## config.mk

```make
export PLATFORM = sky130hd
export DESIGN_NAME = sal_scan
export DESIGN_NICKNAME = d
export VERILOG_FILES = /design/src/rtl/skyline_atlas_allocator_core_macros.svh /design/src/rtl/sal_pkg.sv /design/src/rtl/sal_scan.sv
export SDC_FILE = /design/constraint.sdc
export NUM_CORES = 1
export LEC_CHECK = 0
export ABC_AREA = 1
export BUFFER_PORTS_ARGS = -buffer_cell sky130_fd_sc_hd__buf_2
export CORE_UTILIZATION = 45
export CTS_CLUSTER_DIAMETER = 100
export CTS_CLUSTER_SIZE = 10
export DETAILED_ROUTE_END_ITERATION = 12
export PLACE_DENSITY_LB_ADDON = 0.15
export SETUP_SLACK_MARGIN = 0.02
export SLEW_MARGIN = 30
export SYNTH_ARGS = -nofsm -noshare
export SYNTH_HDL_FRONTEND = slang
export SYNTH_SLANG_ARGS = --single-unit
```

## constraint.sdc

```tcl
create_clock -name clock -period 2.3 [get_ports clock]
set_input_delay 0.115 -clock clock [delete_from_list [all_inputs] [get_ports clock]]
set_output_delay 0.115 -clock clock [all_outputs]
set_load 0.03 [all_outputs]
```

## src/rtl/skyline_atlas_allocator_core_macros.svh

```systemverilog
// assertion macros for the skyline atlas allocator
`ifndef SKYLINE_ATLAS_ALLOCATOR_CORE_MACROS_SVH
`define SKYLINE_ATLAS_ALLOCATOR_CORE_MACROS_SVH

// same-cycle implication, disabled during reset
`define SAL_ASSERT_SAME(lbl, clk, rst, a, b) \
   lbl: assert property (@(posedge clk) disable iff (rst) (a) |-> (b)) \
      else $error("sal assertion failed");

// next-cycle implication, disabled during reset
`define SAL_ASSERT_NEXT(lbl, clk, rst, a, b) \
   lbl: assert property (@(posedge clk) disable iff (rst) (a) |=> (b)) \
      else $error("sal assertion failed");

`endif

```

## src/rtl/sal_pkg.sv

```systemverilog
// shared types and codes for the skyline atlas allocator
`timescale 1ns / 1ps
package sal_pkg;

   typedef enum logic [2:0] {
      CELL_HOLD  = 3'd0,
      CELL_LOAD  = 3'd1,
      CELL_LOADZ = 3'd2,
      CELL_WIN   = 3'd3,
      CELL_SCAN  = 3'd4,
      CELL_RAISE = 3'd5,
      CELL_FILL  = 3'd6,
      CELL_CLEAR = 3'd7
   } cell_op_type;

   typedef enum logic [1:0] {
      SCAN_HOLD = 2'd0,
      SCAN_INIT = 2'd1,
      SCAN_STEP = 2'd2
   } scan_op_type;

   localparam logic       ACT_RESTART    = 1'b1;

   localparam logic [2:0] STAT_PLACED    = 3'd0;
   localparam logic [2:0] STAT_NEW_PAGE  = 3'd1;
   localparam logic [2:0] STAT_TOO_LARGE = 3'd2;
   localparam logic [2:0] STAT_EXHAUSTED = 3'd3;
   localparam logic [2:0] STAT_RESTART   = 3'd4;

endpackage

```

## src/rtl/sal_scan.sv

```systemverilog
// leftmost-minimum tracker fed by the window maxima leaving the head cell
`timescale 1ns / 1ps
module sal_scan
   import sal_pkg::*;
#(
   parameter int HEIGHT_W     = 8,
   parameter int COL_W        = 8,
   parameter int ATLAS_HEIGHT = 128
) (
   input  logic                clock,
   input  logic                reset,
   input  scan_op_type         op,
   input  logic [HEIGHT_W-1:0] m_head,
   input  logic [COL_W-1:0]    idx,
   output logic [HEIGHT_W-1:0] best,
   output logic [COL_W-1:0]    bx,
   output logic                found
);

   logic [HEIGHT_W-1:0] best_ff, best_in;
   logic [COL_W-1:0]    bx_ff, bx_in;
   logic                found_ff, found_in;

   always_comb begin
      best_in  = best_ff;
      bx_in    = bx_ff;
      found_in = found_ff;
      case (op)
         SCAN_INIT: begin
            best_in  = HEIGHT_W'(ATLAS_HEIGHT);
            bx_in    = '0;
            found_in = 1'b0;
         end
         SCAN_STEP: begin
            // strict compare keeps the leftmost of equal minima
            if (m_head < best_ff) begin
               best_in  = m_head;
               bx_in    = idx;
               found_in = 1'b1;
            end
         end
         default: begin
         end
      endcase
   end

   always_ff @(posedge clock) begin
      if (reset) begin
         found_ff <= 1'b0;
      end else begin
         found_ff <= found_in;
      end
   end

   always_ff @(posedge clock) begin
      best_ff <= best_in;
      bx_ff   <= bx_in;
   end

   assign best  = best_ff;
   assign bx    = bx_ff;
   assign found = found_ff;

endmodule

```

Word level (Yosys, flattened, before mapping)
Index checks and enable logic that the tools add are counted.
W data, S select, Z words.
- order comparisons: 1
- equality and inequality tests: 3
- mux-type cells: 6
- reduce and logical (&&, ||, !) cells: 2
- operators with widths (kind ; count):
    $pmux W8 S2 ; 2
    $mux W8 ; 2
    $lt A8 B8 Y1 ; 1
    $eq A2 B1 Y1 const B ; 1
    $eq A2 B2 Y1 const B ; 1
    $ne A2 B2 Y1 const B ; 1
    $pmux W1 S2 ; 1
    $reduce_and A2 Y1 ; 1
    $reduce_bool A2 Y1 ; 1
    $mux W1 ; 1
- register bits: 17
- bits of input ports: 20
- word-level logic and storage cells: 15

Longest topological paths before layout
- word-level depth: 3
- mapped depth: 9
- gate-level depth less buffers: 9

Least setup slack after synthesis
No wires, ideal clock.
- path type: register -> register
- from: register best_ff[7], in the netlist best[7]
- to: register best_ff[0], in the netlist best[0] (enable)
- library setup time: 0.391 ns
- data arrival time: 1.737 ns
- path slack: 0.172 ns
- cell stages (with the launch flop): 8
- clock period less this slack: 2.128 ns
- cells stage by stage: edfxtp_1 > inv_1 > ha_1 > a21oi_1 > nand3b_1 > inv_2 > nand2_2 > o21ai_1
- cells in the longest elaborated chain, start to end: 3
- ends and longest elaborated chain (what ; line ; RTL):
    start, declared ; sal_scan.sv:20 ; logic [HEIGHT_W-1:0] best_ff, best_in;
    start signal, assigned ; sal_scan.sv:56 ; best_ff <= best_in;
    $lt A8 B8 Y1 ; sal_scan.sv:36 ; if (m_head < best_ff) begin
    $ne A2 B2 Y1 (no source line) ; n/a ;
    $reduce_and A2 Y1 (no source line) ; n/a ;
Every way passes these cells.
A chain may end at the register's enable or synchronous reset.

Worst setup path after layout
- from: register best_ff[7], in the netlist best[7]
- to: register best_ff[5], in the netlist best[5] (enable)
Same word-level chain as after synthesis.

==> summary.md <==
| Metric | Value |
|---|---|
| Layout cells sized above 1 | 37.7% |
| # clock sinks | 17 |
| Total gr overflow | 0 |
| Final Cycle Share | 75.5% |
| Min-Delay Path Class | input port to flop |
| Root Driver | clkbuf_4 |
| Final Hold Vio Count | 0 |
| CTS buffer count | 3 |
| Die span in y | 45.6 um |
| CP peak stage delay | around 0.4 ns |
| Post-synth EDFFs | 16 |
| Core area | ~1700 sq um |
| Max-slew violations | 0 |
| TNS Setup | 0 ns |
| Seq/Total Area, Yosys | 58.5% |
| Port buffer count | 36 |
| Dominant synthesized flop cell | edfxtp_1 |
| Post-route ant nets | 0 |
| Max Fanout on Critical Path | 16 |
| Final net count | 158 |
| Fmax | 0.576 GHz |
| CP Class | flop to flop |
| Status | finished clean |
| I/O pin count | 37 |
| Yosys reg bits | 17 |
| # diodes | 0 |
| PD cells | 614 nW/um^2 |
| First-pass GRT wire length | about 2400 um |
| Slowest CP cell | edfxtp_1 |
| RSZ-0062 raised after global routing | false |
| Number of setup buffers added after CTS | 0 |
| Wire per inst | 9.34 um |
| Post-route DRC | 0 |
| DR pass1 iterations | 3 |
| Final Setup Violations | 0 |
| HPWL after DPL | 1090 um |
| Layout area overhead | 29.4% |
| Min cycle time layout | 1.74 ns |
| Row count | 15 |
| Clk_skew | 0.00299 ns |
| Mapped cell area | about 860 sq um |
| Max-cap violations | 0 |
| Routed wire length | between 1000 and 1500 um |
| Gpl congestion | about 0.64 |
| Latest clock arrival within the worst-skew pair | 0.29 ns |
| Synth area leaders | edfxtp_1, ha_1, inv_1 |
| Syn Inst Count | 89 |
| Slew @ Worst Pin | 0.311 ns |
| Largest net degree at the start of global routing | 18 |
| Leakage power | 0.605 nW |
| H-tree depth | 1 |
| Syn Area/Cell | 9.62 sq um |
| Clock tree buffer depth | 2 |
| Crit path capture type | flop |
| Reg clk slew, reported paths | 0.10 ns |
| Critical path cell sequence | inv_1 -> ha_1 -> a21oi_1 -> nand3b_1 -> inv_2 -> nand2_2 -> o21ai_1 -> buf_4 |
| Slew HR | 79.2% |
| WP data required | approximately 2.3 ns |
| DRT iter0 DRCs | 2 |
| Number of global-route vias before repair | between 600 and 700 |
| Cell accounting for the most synthesized area | edfxtp_1 |
| Crit path DAT | 1.73 ns |
| Initial antenna violation count | 0 |
| Netlist cell types | 16 |
| Worst IR drop on VDD | 0.000406 V |
| Vias per Instance | 4.25 |
| Die Wd | 45.6 um |
| Synth warn | 0 |
| Worst setup SP type | flop |
| Post-synth top area share | about 56% |
| Initial Util | about half |
| Ys async rst share | 0% |
| Die area | between 2000 and 2500 sq um |
| Delay-heaviest family, CP | flip-flops |
| CTS tree | built |
| Synthesized Nets | 116 |
| Utilization after layout | 63.4% |
| Buf/Inv on CP | 3 |
| Vias | 659 |
| GRT Total Usage | 16.5% |
==> cell usage in the layout (no fill, tap or decap), drive strengths merged <==
cell type	count
buf	37
inv	27
nor2	16
edfxtp	16
nand2	13
ha	7
clkbuf	3
a21oi	3
o21ai	2
nand3	1
nand3b	1
or2	1
clkinv	1
dfxtp	1
dlygate4sd3	1
==> tightest hold or removal path: stages <==
cell    delay, ns
buf_2        0.07
inv_1        0.03
nor2_1       0.08
==> synth_stat cells (2+ instances only) <==
library cell / number
inv_1: 22
inv_2: 5
edfxtp_1: 16
a21oi_1: 2
nor2_1: 16
nand2_1: 11
ha_1: 7
nand2_2: 2
==> path summary, 6_finish.rpt <==
kind	depth (start not counted)	start	slack (ns)	to
worst max-delay path	8	best[7]	0.56	best[5]
worst min-delay path	3	idx[5]	0.11	bx[5]
worst max register to register	8	best[7]	0.56	best[5]
worst min register to register	2	found	0.51	found
==> metal layers <==
layer | wire [um] | track usage (%) | part of all wire, %
met5 | 0 | 0 | 0
met4 | 19 | 5.45 | 1.3
met3 | 66 | 4.76 | 4.6
met2 | 725 | 28.9 | 50
met1 | 636 | 19.2 | 44
==> through the flow <==
stage | setup WS, ns | power (mW) | hold slack (ns) | std cells | area (sq um)
floorplan | 0.172 | 0.475 | 0.177 | 89 | 856
global placement | 0.660 | 0.521 | 0.278 | 150 | 1070
detailed placement | 0.587 | 0.525 | 0.284 | 150 | 1070
CTS | 0.539 | 0.685 | 0.116 | 155 | 1110
global route | 0.416 | 0.715 | 0.111 | 155 | 1110
finish | 0.563 | 0.680 | 0.111 | 155 | 1110
==> cells by family (layout without fill, tap and decap cells) <==
| logic type | Yosys count | after routing | share of synthesized area, % |
|---|---|---|---|
| AOI/OAI and AO/OA | 5 | 5 | 3.36 |
| adders and majority gates | 7 | 7 | 10.2 |
| buffers and inverters | 28 | 69 | 12.4 |
| DFF | 17 | 17 | 58.5 |
| and+or+nand+nor | 32 | 32 | 15.5 |
==> cell type report <==
type / instances / area [sq um]
clock inverter: 1 / 5.00
clock buffer: 3 / 22.5
sequential: 17 / 500
inverter: 27 / 101
timing repair buffer: 38 / 198
tap: 25 / 31.3
fill: 162 / 638
multi-input combinational: 44 / 249
==> sequential cells by signal (all words and copies together), names as in the netlist <==
signal,count
bx,8
found,1
best,8
==> where the power goes <==
part	switching (mW)	internal [mW]
Clock	0.0985	0.0646
Combinational	0.0967	0.0503
Sequential	0.00662	0.364
Total	0.202	0.478
==> what timing repair did <==
action / in CTS / in global routing
endpoints found under the hold margin: 1 / 0
resized for setup: 0 / 0
endpoints found under the setup margin: 0 / 0
hold buffers: 1 / 0
Note: power is estimated with default switching activity, not from simulation.
