$ cat src/rtl/skyline_atlas_allocator_core_macros.svh
// assertion macros for the skyline atlas allocator
`ifndef SKYLINE_ATLAS_ALLOCATOR_CORE_MACROS_SVH
`define SKYLINE_ATLAS_ALLOCATOR_CORE_MACROS_SVH

// same-cycle implication, disabled during reset
`define SAL_ASSERT_SAME(lbl, clk, rst, a, b) \
   lbl: assert property (@(posedge clk) disable iff (rst) (a) |-> (b)) \
      else $error("sal assertion failed");

// next-cycle implication, disabled during reset
`define SAL_ASSERT_NEXT(lbl, clk, rst, a, b) \
   lbl: assert property (@(posedge clk) disable iff (rst) (a) |=> (b)) \
      else $error("sal assertion failed");

`endif

$ cat src/rtl/sal_pkg.sv
// shared types and codes for the skyline atlas allocator
`timescale 1ns / 1ps
package sal_pkg;

   typedef enum logic [2:0] {
      CELL_HOLD  = 3'd0,
      CELL_LOAD  = 3'd1,
      CELL_LOADZ = 3'd2,
      CELL_WIN   = 3'd3,
      CELL_SCAN  = 3'd4,
      CELL_RAISE = 3'd5,
      CELL_FILL  = 3'd6,
      CELL_CLEAR = 3'd7
   } cell_op_type;

   typedef enum logic [1:0] {
      SCAN_HOLD = 2'd0,
      SCAN_INIT = 2'd1,
      SCAN_STEP = 2'd2
   } scan_op_type;

   localparam logic       ACT_RESTART    = 1'b1;

   localparam logic [2:0] STAT_PLACED    = 3'd0;
   localparam logic [2:0] STAT_NEW_PAGE  = 3'd1;
   localparam logic [2:0] STAT_TOO_LARGE = 3'd2;
   localparam logic [2:0] STAT_EXHAUSTED = 3'd3;
   localparam logic [2:0] STAT_RESTART   = 3'd4;

endpackage

$ cat src/rtl/sal_cell.sv
// one skyline column cell: height, sliding window shift and running maximum
`timescale 1ns / 1ps
module sal_cell
   import sal_pkg::*;
#(
   parameter int HEIGHT_W = 8,
   parameter int COL_W    = 8
) (
   input  logic                clock,
   input  logic                reset,
   input  cell_op_type         op,
   input  logic [COL_W-1:0]    col,
   input  logic [COL_W-1:0]    bx,
   input  logic [COL_W-1:0]    xend,
   input  logic [HEIGHT_W-1:0] new_h,
   input  logic [HEIGHT_W-1:0] s_nxt,
   input  logic [HEIGHT_W-1:0] m_nxt,
   output logic [HEIGHT_W-1:0] s,
   output logic [HEIGHT_W-1:0] m
);

   logic [HEIGHT_W-1:0] h_ff, h_in;
   logic [HEIGHT_W-1:0] s_ff, s_in;
   logic [HEIGHT_W-1:0] m_ff, m_in;
   logic                in_rng;

   assign in_rng = (col >= bx) && (col < xend);

   always_comb begin
      h_in = h_ff;
      s_in = s_ff;
      m_in = m_ff;
      case (op)
         CELL_LOAD: begin
            s_in = h_ff;
            m_in = h_ff;
         end
         CELL_LOADZ: begin
            // zero width window has maximum zero
            s_in = h_ff;
            m_in = '0;
         end
         CELL_WIN: begin
            s_in = s_nxt;
            if (s_nxt > m_ff) begin
               m_in = s_nxt;
            end
         end
         CELL_SCAN: begin
            m_in = m_nxt;
         end
         CELL_RAISE: begin
            if (in_rng) begin
               h_in = new_h;
            end
         end
         CELL_FILL: begin
            // fresh page with the rectangle placed at the left edge
            h_in = in_rng ? new_h : '0;
         end
         CELL_CLEAR: begin
            h_in = '0;
         end
         default: begin
         end
      endcase
   end

   always_ff @(posedge clock) begin
      if (reset) begin
         h_ff <= '0;
      end else begin
         h_ff <= h_in;
      end
   end

   always_ff @(posedge clock) begin
      s_ff <= s_in;
      m_ff <= m_in;
   end

   assign s = s_ff;
   assign m = m_ff;

endmodule

$ cat config.mk
export PLATFORM = sky130hd
export DESIGN_NAME = sal_cell
export DESIGN_NICKNAME = d
export VERILOG_FILES = /design/src/rtl/skyline_atlas_allocator_core_macros.svh /design/src/rtl/sal_pkg.sv /design/src/rtl/sal_cell.sv
export SDC_FILE = /design/constraint.sdc
export NUM_CORES = 1
export LEC_CHECK = 0
export BUFFER_PORTS_ARGS = -buffer_cell sky130_fd_sc_hd__buf_2
export CAP_MARGIN = 10
export CORE_AREA = 4 4 72 74
export CTS_BUF_LIST = sky130_fd_sc_hd__clkbuf_2
export DETAILED_ROUTE_END_ITERATION = 8
export DIE_AREA = 0 0 76 78
export PLACE_DENSITY = 0.66
export SYNTH_ARGS = -nofsm -noshare
export SYNTH_HDL_FRONTEND = slang
export SYNTH_SLANG_ARGS = --single-unit
$ cat constraint.sdc
create_clock -name clock -period 3.85 [get_ports clock]
set_clock_uncertainty 0.1 [all_clocks]
set_input_delay 0.77 -clock clock [delete_from_list [all_inputs] [get_ports clock]]
set_output_delay 0.77 -clock clock [all_outputs]
set_load 0.005 [all_outputs]
# [Word level (Yosys, flattened, before mapping)]
# Index checks and enable logic that the tools add are counted.
[classes] magnitude_cmp=3 n_eq_ne=9 muxes=6 reduce_logical=7
[ops] operator="8-bit case mux with 4 select lines" count=1
[ops] operator="8-bit two-way mux" count=3
[ops] operator="8-bit case mux with 3 select lines" count=1
[ops] operator="8-bit case mux with 2 select lines" count=1
[ops] operator="3-bit == test, second input constant" count=4
[ops] operator="8-bit >= comparator" count=1
[ops] operator="8-bit > comparator" count=1
[ops] operator="8-bit less-than comparator" count=1
[ops] operator="3-bit by 2-bit == test with 1-bit output, second input constant" count=2
[ops] operator="2-bit inequality test, second input constant" count=2
[ops] operator="2-bit AND reduction" count=2
[ops] operator="4-bit nonzero test" count=1
[ops] operator="3-bit by 1-bit == test with 1-bit output, second input constant" count=1
[ops] operator="3-bit nonzero test" count=1
[ops] operator="2-bit nonzero test" count=1
[ops] operator="2-bit OR reduction" count=1
[ops] operator="1-bit logical AND" count=1
[word_totals] regBits=24 inputBits=53 output_inout_bits=16 word_cells=28

# [Depth between registers and ports, before layout]
[depth] depth_word=4 mapped_depth=8 mapped_depth_nobuf=7

# [Worst setup path after synthesis]
# OpenSTA, ideal clock, no wires.
[synth_timing] path_type="input to register" from="input col[0]" to="register h_ff[0]" setup_ns=0.117 arrival_ns=2.096 required_time_ns=3.633 slack_ns=1.538 stages=8 n_path_buf=1 cell_sequence="inv_1 -> ha_1 -> nand2b_4 -> a2111oi_4 -> o31ai_2 -> and3_1 -> buf_6 -> a22o_1"
[synth_via] elab_chain_cells=4 elab_cells_between_ends=7 cone_classes="2 x order compare; 1 x eq/ne; 2 x mux; 2 x reduce/logical"
[synth_lines] element="start: declaration" line_no="sal_cell.sv:12" source="input logic [COL_W-1:0] col,"
[synth_lines] element="8-bit >= comparator / 8-bit less-than comparator (equally long branches)" line_no="sal_cell.sv:27" source="assign in_rng = (col >= bx) && (col < xend);"
[synth_lines] element="1-bit logical AND (*)" line_no="sal_cell.sv:27"
[synth_lines] element="8-bit two-way mux / 2-bit inequality test (equally long branches)"
[synth_lines] element="8-bit case mux with 3 select lines / 2-bit AND reduction (equally long branches)"
[synth_lines] element="end signal: assignment" line_no="sal_cell.sv:73" source="h_ff <= h_in;"
[synth_lines] element="end: declaration" line_no="sal_cell.sv:22" source="logic [HEIGHT_W-1:0] h_ff, h_in;"
# Mark *: on every way between the ends. The rest lies on a longest branch, timed or not.
# A chain may end at the register's enable or synchronous reset.

# [Worst setup path in the final report]
[layout_timing] from="input op[1]" to="register s_ff[5], in the netlist s[5] (data pin)"
[layout_via] elab_chain_cells=3 elab_cells_between_ends=5 cone_classes="3 x eq/ne; 1 x mux; 1 x reduce/logical"
[layout_lines] element="start: declaration" line_no="sal_cell.sv:11" source="input cell_op_type op,"
[layout_lines] element="3-bit by 2-bit == test with 1-bit output / 3-bit by 1-bit == test with 1-bit output (equally long branches)" line_no="sal_cell.sv:33" source="case (op)"
[layout_lines] element="2-bit OR reduction (no line)"
[layout_lines] element="8-bit case mux with 2 select lines (*)" line_no="sal_cell.sv:33"
[layout_lines] element="via s_in[5]" line_no="sal_cell.sv:23" source="logic [HEIGHT_W-1:0] s_ff, s_in;"
[layout_lines] element="end signal: assignment" line_no="sal_cell.sv:78" source="s_ff <= s_in;"
[layout_lines] element="end: declaration" line_no="sal_cell.sv:23"
# Mark *: on every way through the listed nets, which the timed path passes. The rest lies on a longest branch.

==> metrics <==
largest net degree at the start of global routing 17; Pwr per Cell Area 290.0 nW/µm²; CTS Buffer Depth 2; antenna violations before repair 0; crit path kind in2reg; CTS clk-pin slew, worst paths 240 ps; Tmin final between 2000 and 2500 ps; ANT cells 0; Post-synth top flop edfxtp_1; cts bufs inserted 3; final setup margin ~1700 ps; clock root buffer clkbuf_2; share of layout cells above drive strength 1 35.48%; placed cell count 298; drt drc 0; Rows 25; width of the die 76 µm; Post-Synthesis Cells 183; min-delay worst type reg2reg; post-route ant nets 0; Post-synth top cells inv_1, ha_1, edfxtp_1; fin. max-slew vios 0; worst-margin pin slew 687.2 ps; Starting Density 38.78%; number of global-route vias before repair between 1000 and 1500; static leakage 1.129 nW; first-pass GRT wire length about 6.7 mm; worst-case vdd ir drop 118.0 µV; Post-Syn Area per Cell about 10 µm²; ys async rst share 0%; die extent in y 78 µm; clk_lat worst skew approximately 340 ps; Final setup viols 0; area delta synth->final 23.30%; drt wl/cell about 14 µm; Port Buffers between 60 and 70; I/O pin count 69; clk sinks 24; syn_nets around 260; H-Tree Depth 1; Yosys top cell by area edfxtp_1; Worst Path Max Fanout 16; startpoint types input pin; top cells by area, synth edfxtp_1, ha_1, dfxtp_1; post-cts resize count 0; mapped cell area roughly 1800 µm²; Non-Filler Instances approximately 300; Core ar. 4598 µm²; Fillers 447; most frequent cell after synthesis inv_1; Final Hold Vio Count 0; Yosys reg bits 24; DR vias 1545; nets@finish 325; number of detailed-route iterations in the first pass 5; dpl hpwl 3.492 mm; WP data arrival 2220 ps; die area 5928 µm²; worst rel slew slack 54.01%; Final period util roughly 57%; overall routing resource usage 13.68%; Max Cap Viol 0; Post-Place Setup Slack 1304 ps; top-area cell type share of the netlist area 26.95%; critical path endpoint category register; yosys warns 0; Post-synth EDFFs 16; Starting DRT DRC Count 126; status finished clean; GPL Wtd Cong 0.7898; post-synthesis sequential area ratio between 30% and 40%; RSZ-0062 raised after global routing false; Req. time, crit path 3870 ps; library cells used by synthesis 36; max frequency 455.7 MHz; GRT overflow 0; TritonCTS clock tree yes; DR vias/cell 5.116; cts-stage hold buffer count 0; number of setup buffers added after CTS 0; WL final 4.232 mm; final setup TNS 0 ps
-- worst max-delay path: stages --
cell and delay (ps):
buf_2 260, nor2b_1 570, nand2_2 280, mux2_2 330
-- per-layer routing --
| layer | wire, µm | global-route usage, % | up-vias |
|---|---|---|---|
| met5 | 0 | 0 | - |
| met4 | 61 | 5.160 | 0 |
| met3 | 388 | 3.132 | 6 |
| met2 | 2028 | 24.49 | 72 |
| met1 | 1753 | 15.66 | 686 |
| li1 | - | - | 781 |
-- report_power, final --
| group | internal (mW) | total, mW | switching (mW) | leakage, nW |
|---|---|---|---|---|
| logic | 0.0794 | 0.167 | 0.0878 | 0.877 |
| clock network | 0.0895 | 0.167 | 0.0773 | 0.0266 |
| registers | 0.295 | 0.304 | 0.00847 | 0.225 |
-- cell families after synthesis --
| logic type | synth area share (%) |
|---|---|
| adder cells (fa/ha/maj) | 16.14 |
| AO/OA/AOI/OAI | 22.11 |
| buffers and inverters | 10.53 |
| XOR/XNOR | 0.9826 |
| multiplexers | 4.983 |
| flip-flops | 35.93 |
| AND/OR/NAND/NOR | 9.334 |
-- path summary, 6_finish.rpt --
kind | from | to | slack [ps] | cells past startpoint
setup / recovery | op[1] | s[5] | 1660 | 4
hold / removal | h_ff[1] | h_ff[1] | 490 | 1
setup reg to reg | m[7] | m[0] | 1780 | 7
hold reg to reg | h_ff[1] | h_ff[1] | 490 | 1
-- area by class of cell --
class / instances / area (µm²) / area share, %
flip-flops and latches: 24 / 640.6 / 29.14
clock buffers: 3 / 15.01 / 0.6830
repair buffers: 68 / 340.3 / 15.48
inverters: 40 / 150.1 / 6.830
multi-input cells: 112 / 954.7 / 43.43
well taps: 54 / 67.56 / 3.073
clock inverters: 1 / 30.03 / 1.366
-- registers in the layout (all words and copies together) (netlist names) --
register / flops
m: 8
h_ff: 8
s: 8
-- metrics by stage --
stage / utilization [%] / hold slack [ps] / power (mW) / area [µm²]
2_1_floorplan: - / 388.6 / 0.4101 / 1783
3_3_place_gp: 46.83 / 440.7 / 0.4732 / 2153
3_5_place_dp: 46.83 / 436.7 / 0.4769 / 2153
4_1_cts: 47.81 / 491.1 / 0.6418 / 2198
5_1_grt: 47.81 / 483.6 / 0.6745 / 2198
6_report: 47.81 / 494.4 / 0.6375 / 2198
-- cell usage in the layout, fill, tap and decap left out, types with 2 or more instances in the layout --
cell type / synthesis / layout
and3_1: 2 / 2
o21a_1: 3 / 3
mux2_2: 7 / 7
nor2_1: 5 / 5
a22o_1: 8 / 8
ha_1: 23 / 23
buf_2: 3 / 68
edfxtp_1: 16 / 16
a222oi_1: 8 / 8
inv_1: 40 / 40
nand2_1: 13 / 13
dfxtp_1: 8 / 8
nand4_1: 3 / 3
nor2b_1: 3 / 3
a21oi_1: 6 / 6
clkbuf_2: 0 / 3
xnor2_1: 2 / 2
o21ai_0: 11 / 11
o21ai_1: 3 / 3
No activity file was read; power rests on OpenSTA's default activity.
